### src/rtl/tpr_pkg.sv
`timescale 1ns / 1ps
`default_nettype none

package tpr_pkg;

    // Point slots held in the tracker
    localparam int NUM_PTS = 5;
    localparam int COORD_W = 16;
    localparam int RAW_W   = 32;

    // Stream payload layout
    localparam int STATUS_W  = 8;
    localparam int FLAGS_W   = 8;
    localparam int IN_BITS   = STATUS_W + NUM_PTS * RAW_W;
    localparam int IN_W      = ((IN_BITS + 7) / 8) * 8;
    localparam int OUT_BITS  = 3 + FLAGS_W + NUM_PTS * RAW_W;
    localparam int OUT_W     = ((OUT_BITS + 7) / 8) * 8;

    // Configuration port
    localparam int CFG_IDX_W  = 2;
    localparam int CFG_DATA_W = 12;
    localparam int PANEL_W    = 12;

    localparam logic [CFG_IDX_W-1:0] REG_LANDSCAPE    = 2'd0;
    localparam logic [CFG_IDX_W-1:0] REG_PANEL_WIDTH  = 2'd1;
    localparam logic [CFG_IDX_W-1:0] REG_PANEL_HEIGHT = 2'd2;

    localparam logic                 LANDSCAPE_RST    = 1'b1;
    localparam logic [PANEL_W-1:0]   PANEL_WIDTH_RST  = 12'd800;
    localparam logic [PANEL_W-1:0]   PANEL_HEIGHT_RST = 12'd480;

    // Poll counter and decode limits
    localparam int POLL_CNT_W        = 8;
    localparam int MAX_POINTS        = 5;
    localparam int POLL_INTERVAL_DEF = 10;
    localparam int POLL_WRAP         = 240;

    // Flag word bits
    localparam int FLAG_PRESSED_BIT = 7;
    localparam int FLAG_CAUGHT_BIT  = 6;
    localparam int FLAG_SPARE_BIT   = 5;
    localparam int STATUS_READY_BIT = 7;

    localparam logic [FLAGS_W-1:0]  FLAG_KEEP_MASK  = 8'hE0;
    localparam logic [COORD_W-1:0]  COORD_RELEASED  = 16'hFFFF;

    // Output tdata bit positions
    localparam int OB_REPORTED = 0;
    localparam int OB_SAMPLED  = 1;
    localparam int OB_CLEAR    = 2;
    localparam int OB_FLAGS    = 3;

endpackage

`default_nettype wire

### src/rtl/touch_point_report_tracker_top.sv
`timescale 1ns / 1ps
`default_nettype none

// Touch point report tracker. Each input beat is one poll of a capacitive
// touch controller (status byte plus five raw point records) and yields
// exactly one output beat with the report flags, the tracker flag word and
// the five stored point positions (x in the upper half, y in the lower).
// The block is a two-register pipeline: polls land in an input register,
// one pass of decode logic updates the tracker state and loads the result
// register, which drives the output beat. One poll is accepted every cycle
// while the output side keeps up. While a finished result waits, one more
// poll can be taken into the input register, after which the input stalls
// until the result is taken. Geometry and orientation registers are to be
// written through the cfg port only while the block is idle (the block does
// not enforce this); they take effect on the next poll.

module touch_point_report_tracker_top
#(
    parameter int POLL_INTERVAL = tpr_pkg::POLL_INTERVAL_DEF
)
(
    input  wire logic                         clk,
    input  wire logic                         rst_n,
    // cfg write port
    input  wire logic                         cfg_we,
    input  wire logic [tpr_pkg::CFG_IDX_W-1:0]  cfg_index,
    input  wire logic [tpr_pkg::CFG_DATA_W-1:0] cfg_data,
    // poll input
    input  wire logic                         s_tvalid,
    output      logic                         s_tready,
    // s_tdata, low bit up: status_byte[7:0], raw_point_0..raw_point_4 (32 each)
    input  wire logic [tpr_pkg::IN_W-1:0]     s_tdata,
    // result output
    output      logic                         m_tvalid,
    input  wire logic                         m_tready,
    // m_tdata, low bit up: touch_reported, status_sampled, status_clear_request,
    // touch_flags[7:0], point_0..point_4 (32 each), zero pad
    output      logic [tpr_pkg::OUT_W-1:0]    m_tdata
);

    import tpr_pkg::*;

    localparam int MOD_W = (POLL_INTERVAL > 1) ? $clog2(POLL_INTERVAL) : 1;
    localparam logic [POLL_CNT_W-1:0] INTERVAL_C = POLL_CNT_W'(POLL_INTERVAL);
    localparam logic [POLL_CNT_W-1:0] WRAP_C     = POLL_CNT_W'(POLL_WRAP);
    localparam logic [MOD_W-1:0]      MOD_LAST   = MOD_W'(POLL_INTERVAL - 1);
    localparam logic [3:0]            MAX_N      = 4'(MAX_POINTS);

    // Configuration registers
    logic                   landscape_reg;
    logic [PANEL_W-1:0]     pwidth_reg;
    logic [PANEL_W-1:0]     pheight_reg;

    // Input register
    logic                   in_vld_reg;
    logic                   in_vld_next;
    logic [STATUS_W-1:0]    in_status_reg;
    logic [RAW_W-1:0]       in_pt_reg [NUM_PTS];

    // Tracker state; mod_reg mirrors poll_count modulo the poll interval
    logic [POLL_CNT_W-1:0]  pc_reg;
    logic [POLL_CNT_W-1:0]  pc_next;
    logic [MOD_W-1:0]       mod_reg;
    logic [MOD_W-1:0]       mod_next;
    logic [FLAGS_W-1:0]     flag_reg;
    logic [FLAGS_W-1:0]     flag_next;
    logic [COORD_W-1:0]     x_reg [NUM_PTS];
    logic [COORD_W-1:0]     x_next [NUM_PTS];
    logic [COORD_W-1:0]     y_reg [NUM_PTS];
    logic [COORD_W-1:0]     y_next [NUM_PTS];

    // Result register
    logic                   out_vld_reg;
    logic                   out_vld_next;
    logic [OUT_W-1:0]       out_data_reg;
    logic [OUT_W-1:0]       out_data_next;

    // Pass signals
    logic                   accept;
    logic                   advance;
    logic [POLL_CNT_W-1:0]  pc_inc;
    logic [MOD_W-1:0]       mod_inc;
    logic                   sampled;
    logic [STATUS_W-1:0]    mode;
    logic [3:0]             npts;
    logic                   clear_req;
    logic                   reported;
    logic                   release_ev;
    logic [NUM_PTS-1:0]     pt_mask;
    logic [COORD_W-1:0]     pw16;
    logic [COORD_W-1:0]     ph16;
    logic [COORD_W-1:0]     first_c;
    logic [COORD_W-1:0]     second_c;
    logic [NUM_PTS*RAW_W-1:0] pts_packed;

    // Handshake: input register drains into the result register
    assign advance     = in_vld_reg && (!out_vld_reg || m_tready);
    assign s_tready    = !in_vld_reg || advance;
    assign accept      = s_tvalid && s_tready;
    assign in_vld_next = accept || (in_vld_reg && !advance);
    assign out_vld_next = advance || (out_vld_reg && !m_tready);

    assign m_tvalid = out_vld_reg;
    assign m_tdata  = out_data_reg;

    // Poll counter step and sample decision
    always_comb
    begin
        pc_inc = pc_reg + 1'b1;
        if (pc_inc == '0 || mod_reg == MOD_LAST)
        begin
            mod_inc = '0;
        end
        else
        begin
            mod_inc = mod_reg + 1'b1;
        end
        sampled = (mod_inc == '0) || (pc_inc < INTERVAL_C);
    end

    assign pw16 = {{(COORD_W-PANEL_W){1'b0}}, pwidth_reg};
    assign ph16 = {{(COORD_W-PANEL_W){1'b0}}, pheight_reg};

    // One poll: decode points, bounds check, release handling
    always_comb
    begin
        x_next     = x_reg;
        y_next     = y_reg;
        flag_next  = flag_reg;
        pc_next    = pc_inc;
        mod_next   = mod_inc;
        first_c    = '0;
        second_c   = '0;
        mode       = sampled ? in_status_reg : '0;
        npts       = mode[3:0];
        clear_req  = mode[STATUS_READY_BIT] && (npts <= MAX_N);
        reported   = (npts != 4'd0) && (npts <= MAX_N);
        release_ev = mode[STATUS_READY_BIT] && (npts == 4'd0);

        for (int k = 0; k < NUM_PTS; k++)
        begin
            pt_mask[k] = (4'(k) < npts);
        end

        if (reported)
        begin
            flag_next = {2'b11, {(FLAGS_W-2-NUM_PTS){1'b0}}, pt_mask};
            x_next[NUM_PTS-1] = x_reg[0];
            y_next[NUM_PTS-1] = y_reg[0];
            for (int k = 0; k < NUM_PTS; k++)
            begin
                if (pt_mask[k])
                begin
                    first_c  = in_pt_reg[k][COORD_W-1:0];
                    second_c = in_pt_reg[k][RAW_W-1:COORD_W];
                    if (landscape_reg)
                    begin
                        y_next[k] = first_c;
                        x_next[k] = pw16 - second_c;
                    end
                    else
                    begin
                        x_next[k] = first_c;
                        y_next[k] = second_c;
                    end
                end
            end

            if (x_next[0] > pw16 || y_next[0] > ph16)
            begin
                if (npts > 4'd1)
                begin
                    // substitute point 1 for an off-panel point 0
                    x_next[0] = x_next[1];
                    y_next[0] = y_next[1];
                    pc_next   = '0;
                    mod_next  = '0;
                end
                else
                begin
                    // lone off-panel point: roll back, then treat as release
                    x_next[0]  = x_reg[0];
                    y_next[0]  = y_reg[0];
                    flag_next  = flag_reg;
                    release_ev = 1'b1;
                end
            end
            else
            begin
                pc_next  = '0;
                mod_next = '0;
            end
        end

        if (release_ev)
        begin
            if (flag_next[FLAG_PRESSED_BIT])
            begin
                flag_next[FLAG_PRESSED_BIT] = 1'b0;
            end
            else
            begin
                x_next[0] = COORD_RELEASED;
                y_next[0] = COORD_RELEASED;
                flag_next = flag_next & FLAG_KEEP_MASK;
            end
        end

        if (pc_next > WRAP_C)
        begin
            pc_next  = INTERVAL_C;
            mod_next = '0;
        end
    end

    // Result packing
    always_comb
    begin
        for (int k = 0; k < NUM_PTS; k++)
        begin
            pts_packed[k*RAW_W +: RAW_W] = {x_next[k], y_next[k]};
        end
        out_data_next = {{(OUT_W-OUT_BITS){1'b0}}, pts_packed, flag_next,
                         clear_req, sampled, reported};
    end

    // Control and state registers
    always_ff @(posedge clk or negedge rst_n)
    begin
        if (!rst_n)
        begin
            landscape_reg <= LANDSCAPE_RST;
            pwidth_reg    <= PANEL_WIDTH_RST;
            pheight_reg   <= PANEL_HEIGHT_RST;
            in_vld_reg    <= 1'b0;
            out_vld_reg   <= 1'b0;
            pc_reg        <= '0;
            mod_reg       <= '0;
            flag_reg      <= '0;
            for (int k = 0; k < NUM_PTS; k++)
            begin
                x_reg[k] <= '0;
                y_reg[k] <= '0;
            end
        end
        else
        begin
            if (cfg_we)
            begin
                case (cfg_index)
                    REG_LANDSCAPE:    landscape_reg <= cfg_data[0];
                    REG_PANEL_WIDTH:  pwidth_reg    <= cfg_data[PANEL_W-1:0];
                    REG_PANEL_HEIGHT: pheight_reg   <= cfg_data[PANEL_W-1:0];
                    default:          ;
                endcase
            end
            in_vld_reg  <= in_vld_next;
            out_vld_reg <= out_vld_next;
            if (advance)
            begin
                pc_reg   <= pc_next;
                mod_reg  <= mod_next;
                flag_reg <= flag_next;
                x_reg    <= x_next;
                y_reg    <= y_next;
            end
        end
    end

    // Payload registers
    always_ff @(posedge clk)
    begin
        if (accept)
        begin
            in_status_reg <= s_tdata[STATUS_W-1:0];
            for (int k = 0; k < NUM_PTS; k++)
            begin
                in_pt_reg[k] <= s_tdata[STATUS_W + k*RAW_W +: RAW_W];
            end
        end
        if (advance)
        begin
            out_data_reg <= out_data_next;
        end
    end

endmodule

`default_nettype wire

### config.mk
export PLATFORM = sky130hd
export DESIGN_NAME = touch_point_report_tracker_top
export DESIGN_NICKNAME = d
export VERILOG_FILES = /design/src/rtl/tpr_pkg.sv /design/src/rtl/touch_point_report_tracker_top.sv
export SDC_FILE = /design/constraint.sdc
export NUM_CORES = 1
export LEC_CHECK = 0
export BUFFER_PORTS_ARGS = -buffer_cell sky130_fd_sc_hd__buf_2
export CORE_MARGIN = 2
export CORE_UTILIZATION = 30
export CTS_BUF_LIST = sky130_fd_sc_hd__clkbuf_8
export DETAILED_ROUTE_END_ITERATION = 12
export PLACE_DENSITY_LB_ADDON = 0.1
export SLEW_MARGIN = 20
export SYNTH_ARGS = -nofsm -noshare
export SYNTH_HDL_FRONTEND = slang
export SYNTH_SLANG_ARGS = --single-unit
export TNS_END_PERCENT = 30
### constraint.sdc
create_clock -name clk -period 7.75 [get_ports clk]
set_input_delay 0.3875 -clock clk [delete_from_list [all_inputs] [get_ports clk]]
set_output_delay 0.3875 -clock clk [all_outputs]
set_load 0.01 [all_outputs]
==> impl_metrics.toml, run 1 <==
[status]
status = "finished, final reports clean"

[sta]
skew_ns = 0.0338
period_share_pct = 82.8
maxSlewViolCount = 0
worst_slew_pin_slew_ns = 1.18
holdWs_ns = 0.182
layout_min_cycle_time_ns = 6.41
tns_ns = 0
relSlewSlack_pct = 20.7
rsz0062_at_grt = "false"
hold_viol = 0
maxClockFrequency_mhz = 156
finalSetupViolations = 0

[synth]
ys_seq_area_share_pct = 57.3
synthCells = 2432
synthesis.area_sq_um = 26600
synth_cell_types = 79
ys_seq_elements = 543
synth.avg_cell_area_sq_um = 11.0
synth_edf_count = 336
synth_warnings = 0
async_reset_ff_share_pct = 38.1
yosysTopAreaCell = "edfxtp_1"
yosys-top-cells-area = "edfxtp_1 38%, dfrtp_1 19%, nand2_1 5.3%, ha_1 4.1%, mux2i_1 3.9%"
synth-main-ff-cell = "edfxtp_1"
yosys.area.top_type_share_pct = 37.9

[floorplanning]
die_x_um = 302
start_util_pct = 30.2
io_pins = 365
die_area_sq_um = 91200
fp.dieH_um = 302
rows = 109
fp.coreArea_sq_um = 88200

[grt]
antenna_found_initial = 13
grt_pass1_wl_um = 137000
grt.total_usage_pct = 20.5
grt_overflow = 0
grt_pass1_vias = 20600
grt_max_degree = 149

[critical_path]
cp-startpoint = "pwidth_reg[0]"
endpoint_kind = "register"
slowest_stage = "nor3_4"
worstPathArrival_ns = 7.04
cp_top_family = "compound AO/OA/AOI/OAI gates"
path_cells = "inv_1 > ha_1 > inv_1 > fa_1 > a211oi_1 > o21ai_1 > a31oi_1 > o21bai_1 > a21oi_1 > xnor2_1 > nand2_1 > a31oi_1 > ha_1 > nand4_1 > or4_1 > o21ai_0 > a21oi_1 > nor4_1 > a31oi_2 > nor3_4 > buf_4 > nand2_1 > mux2_1 > mux2_2"
cp-start-kind = "register"
crit_buf_inv = 3
cpPeakStageDelay_ns = 0.60
ff2ff_path_depth = 24
rrSetupSlack_ns = 1.34
cp_max_fo = 13
cp_data_required_time_ns = 8.37
reg2reg_from = "pwidth_reg[0]"
r2r_end = "x_reg[72]"
critPathKind = "reg -> reg"

[routing]
dr.pass1.iters = 6
routed.top_layer = "met5"
wl_met3_um = 6110
vias_per_cell = 4.92
drc = 0
drtIter0Drc = 1506
ant_nets = 0
route.met2.wl_um = 43700
vias = 20900
avgRoutedWirePerCell_um = 22.3
routedLengthMet1_um = 42600
wl_um = 94600

[placed_design]
io_buffers = 356
place_hpwl_um = 65700
place_area_sq_um = 29800
routabilityCongestion = 0.865

[clock_network]
cts_sinks = 543
tritoncts = "built"
numCtsBuffers = 101
root_buffer = "clkbuf_8"
insertion_delay_ns = 0.74
clockBufferDepth = 3
cts_resized = 0
clkSlewWorstSetupHoldPaths_ns = 0.06
h-tree-depth = 3

[final_layout]
synthToLayoutAreaGrowth_pct = 26.0
final_area_sq_um = 33600
fin_util_pct = 38.1
drive_gt1_share_pct = 21.8
largest_reg_flops = 171
finalNetCount = 3275
num-fill-cells = 8740
layout_common_cells = "373 x nand2_1, 355 x buf_2, 336 x edfxtp_1"
mostFrequentLayoutCell = "nand2_1"

[hold_path]
hold_path_class = "in -> async"

[power]
vdd_drop_max_v = 0.000142
p_per_area_nw_per_um2 = 334
power.total_mw = 11.2
power_leakage_nw = 14.6

[job]
drv_cap = 0
## metal layers
layer | up-vias | GRT usage (%)
li1 | 9865 | -
met1 | 10200 | 27.8
met2 | 700 | 32.7
met3 | 137 | 4.73
met4 | 14 | 5.72
met5 | - | 0
## synth_stat cells (6+ instances only)
cell and n:
o31a_1 6, dfstp_2 8, mux2i_1 105, or2_2 9
o21ai_0 180, or3_1 12, ha_1 87, a21boi_0 10
o31ai_1 13, xnor2_1 29, inv_1 110, nor4_1 9
mux2_2 92, nand3_1 29, a211o_1 12, dfrtp_1 199
nand3b_1 8, and3_1 6, clkbuf_1 80, xor2_1 18
a21oi_1 168, and2_1 15, nand2_1 375, nor3_1 51
a211oi_1 21, buf_4 6, buf_1 23, nor2b_1 28
nor2_1 179, a21o_1 31, o21a_1 18, a31oi_1 21
nand2b_1 13, o211ai_1 25, buf_2 12, a31o_2 6
or4_1 6, edfxtp_1 336
## cell families after synthesis
logic type	count (synthesis)	synth area share (%)
fa+ha+maj	92	4.46
buf+inv	234	3.47
compound gates	556	12.7
xor+xnor	47	1.54
simple gates	761	12.6
flops	543	57.3
mux	198	7.87
other cells	1	0.0141
## worst register-to-register path, stage by stage (launching register included)
cell,delay [ns]
dfrtp_1,0.42
inv_1,0.33
ha_1,0.24
inv_1,0.05
fa_1,0.42
a211oi_1,0.38
o21ai_1,0.19
a31oi_1,0.32
o21bai_1,0.10
a21oi_1,0.18
xnor2_1,0.14
nand2_1,0.15
a31oi_1,0.36
ha_1,0.19
nand4_1,0.14
or4_1,0.41
o21ai_0,0.09
a21oi_1,0.09
nor4_1,0.34
a31oi_2,0.15
nor3_4,0.60
buf_4,0.29
nand2_1,0.12
mux2_1,0.36
mux2_2,0.27
## how the worst max path moves through the flow
stage,to,slack [ns],depth (start not counted)
after floorplan,m_tdata[0],1.27,5
after global placement,x_reg[72],1.42,24
after detailed placement,x_reg[72],1.36,24
after CTS,x_reg[72],1.34,24
after global routing,y_reg[70],0.89,24
final,x_reg[72],1.34,24
## area by class of cell
class,instances,area [sq um],area share (%)
Multi-Input combinational cell,1659,10500,31.3
Tap cell,1165,1460,4.34
Antenna cell,6,15.0,0.0447
Clock buffer,116,1600,4.76
Clock inverter,70,329,0.980
Sequential cell,543,15300,45.5
Timing Repair Buffer,579,3960,11.8
Inverter,112,428,1.27
## metrics by stage
| step | cells | worst slack (ns) |
|---|---|---|
| after detailed placement | 3875 | 1.36 |
| after floorplan | 2436 | 1.27 |
| after global routing | 4249 | 0.887 |
| after CTS | 4244 | 1.34 |
| final | 4250 | 1.34 |
| after global placement | 3875 | 1.42 |
## power by group
part | leakage [nW] | switching [mW] | internal [mW]
registers | 5.95 | 0.531 | 3.97
logic | 7.49 | 2.51 | 1.54
clock network | 1.12 | 1.29 | 1.40
## what timing repair did
| action | 4_1_cts | 5_1_grt |
|---|---|---|
| hold buffers | 183 | 0 |
| buffers inserted | 0 | 0 |
| endpoints found under the hold margin | 261 | 0 |
Power figures use the tool's default switching activity.
==> inputs of run 2 (changes only) <==
Clock period 7.75 ns to 6.72 ns, I/O delays scaled along.
==> impl_metrics.toml, run 2 (synthesized netlist as in run 1, its figures left out) <==
[floorplanning]
fp.coreArea_sq_um = 88200
die_area_sq_um = 91200
die_x_um = 302
io_pins = 365
fp.dieH_um = 302
start_util_pct = 30.2
rows = 109

[critical_path]
slowest_stage = "a21oi_4"
path_depth = 20
cp-start-kind = "register"
worstPathArrival_ns = 6.79
cpPeakStageDelay_ns = 0.83
cp_max_fo = 27
reg2reg_from = "pc_reg[0]"
r2r_end = "x_reg[70]"
critPathKind = "reg -> reg"
crit_top_cell = "nor2_1"
rrSetupSlack_ns = 0.60
endpoint_kind = "register"
path_cells = "ha_1 > and3_1 > nor4_1 > o2111ai_2 > a21boi_2 > buf_4 > buf_4 > nor2_1 > a21oi_1 > ha_1 > nand4_1 > nor2_1 > a211o_1 > o22ai_1 > nor2_1 > a31oi_2 > nor3_4 > a21oi_4 > a22oi_1 > nand2_1"
cp_top_family = "compound AO/OA/AOI/OAI gates"
cp_data_required_time_ns = 7.39
ff2ff_path_depth = 20
crit_buf_inv = 2

[grt]
grt_pass1_wl_um = 137000
grt.total_usage_pct = 20.5
grt_max_degree = 151
grt_pass1_vias = 20700
grt_overflow = 0
antenna_found_initial = 18

[final_layout]
synthToLayoutAreaGrowth_pct = 26.7
mostFrequentLayoutCell = "nand2_1"
drive_gt1_share_pct = 22.5
multi_input_area_sq_um = 10500
stdcell_count = 4258
seq_area_sq_um = 15300
finalNetCount = 3278
num-fill-cells = 8670
largest_reg_flops = 171
layout_common_cells = "373 x nand2_1, 355 x buf_2, 336 x edfxtp_1"

[sta]
worst_slew_pin_slew_ns = 1.16
holdWs_ns = 0.153
skew_ns = 0.0381
fin_ws_ns = 0.598
layout_min_cycle_time_ns = 6.12
relSlewSlack_pct = 22.4
rsz0062_at_grt = "false"
hold_viol = 0
maxClockFrequency_mhz = 163
finalSetupViolations = 0
tns_ns = 0
period_share_pct = 91.1
maxSlewViolCount = 0

[status]
status = "finished, final reports clean"

[clock_network]
cts_hold_buffers = 183
insertion_delay_ns = 0.76
h-tree-depth = 3
cts_sinks = 543
root_buffer = "clkbuf_8"
clkSlewWorstSetupHoldPaths_ns = 0.06
post_cts_buffers = 0
clockBufferDepth = 3
numCtsBuffers = 101
tritoncts = "built"
cts_resized = 0

[placed_design]
place_hpwl_um = 66400
pre_cts_ws_ns = 0.804
routabilityCongestion = 0.877
io_buffers = 356
dp.cells = 3878

[routing]
vias_per_cell = 4.92
dr.pass1.iters = 7
ant_nets = 0
avgRoutedWirePerCell_um = 22.3
wl_um = 94700
drtIter0Drc = 1584
drc = 0
vias = 20900

[job]
drv_cap = 0

[hold_path]
hold_path_class = "in -> async"

[power]
vdd_drop_max_v = 0.000263
power_leakage_nw = 14.6
p_per_area_nw_per_um2 = 391
## run 2: cell count changes in the layout (fill, tap and decap cells not counted), sizes merged
cell,before,now
buf,396,399
bufinv,1,5
clkinvlp,2,13
inv,150,136
clkinv,29,34
diode,6,5
## run 2: layout make-up
type	count	area share [%]
tap	1165	4.32
multi-input combinational	1659	31.1
antenna	5	0.0370
sequential	543	45.3
inverter	112	1.27
clock inverter	76	1.46
clock buffer	116	4.73
timing repair buffer	582	11.8
## run 2: where the power goes
part	switching (mW)	internal [mW]	total, mW
Combinational	2.92	1.79	4.71
Clock	1.53	1.78	3.31
Sequential	0.610	4.57	5.18
Total	5.06	8.15	13.2
## run 2: worst reg2reg max path, cell delays in order (launching register included)
cell       delay, ns
dfrtp_1         0.49
ha_1            0.36
and3_1          0.23
nor4_1          0.33
o2111ai_2       0.22
a21boi_2        0.18
buf_4           0.28
buf_4           0.34
nor2_1          0.08
a21oi_1         0.44
ha_1            0.36
nand4_1         0.15
nor2_1          0.07
a211o_1         0.23
o22ai_1         0.45
nor2_1          0.12
a31oi_2         0.42
nor3_4          0.15
a21oi_4         0.84
a22oi_1         0.22
nand2_1         0.12
## run 2: worst max path at each step
stage / startpoint / to / slack [ns]
6_report: pc_reg[0] / x_reg[70] / 0.60
5_1_grt: pc_reg[1] / mod_reg[3] / 0.33
4_1_cts: pc_reg[0] / x_reg[71] / 0.79
3_3_place_gp: pwidth_reg[0] / x_reg[71] / 0.85
2_1_floorplan: m_tvalid / m_tdata[0] / 0.24
3_5_place_dp: pc_reg[0] / x_reg[71] / 0.80
## run 2: stage by stage
step / instance area, sq um / power [mW] / util [%]
6_report: 33800 / 13.2 / 38.3
5_1_grt: 33800 / 14.1 / 38.3
3_5_place_dp: 29800 / 9.85 / 33.8
4_1_cts: 33800 / 13.3 / 38.3
3_3_place_gp: 29800 / 9.74 / 33.8
2_1_floorplan: 26700 / 8.01 / -
## run 2: per-layer routing
metal  wire [um]  share of wire, %  vias to the layer above  global-route usage [%]
met4        3550               3.7                       20                    7.97
met5         138              0.15                        -                       0
met1       42300                45                    10200                    27.9
met3        6080               6.4                      191                    4.68
met2       42700                45                      699                    31.7
li1            -                 -                     9860                       -
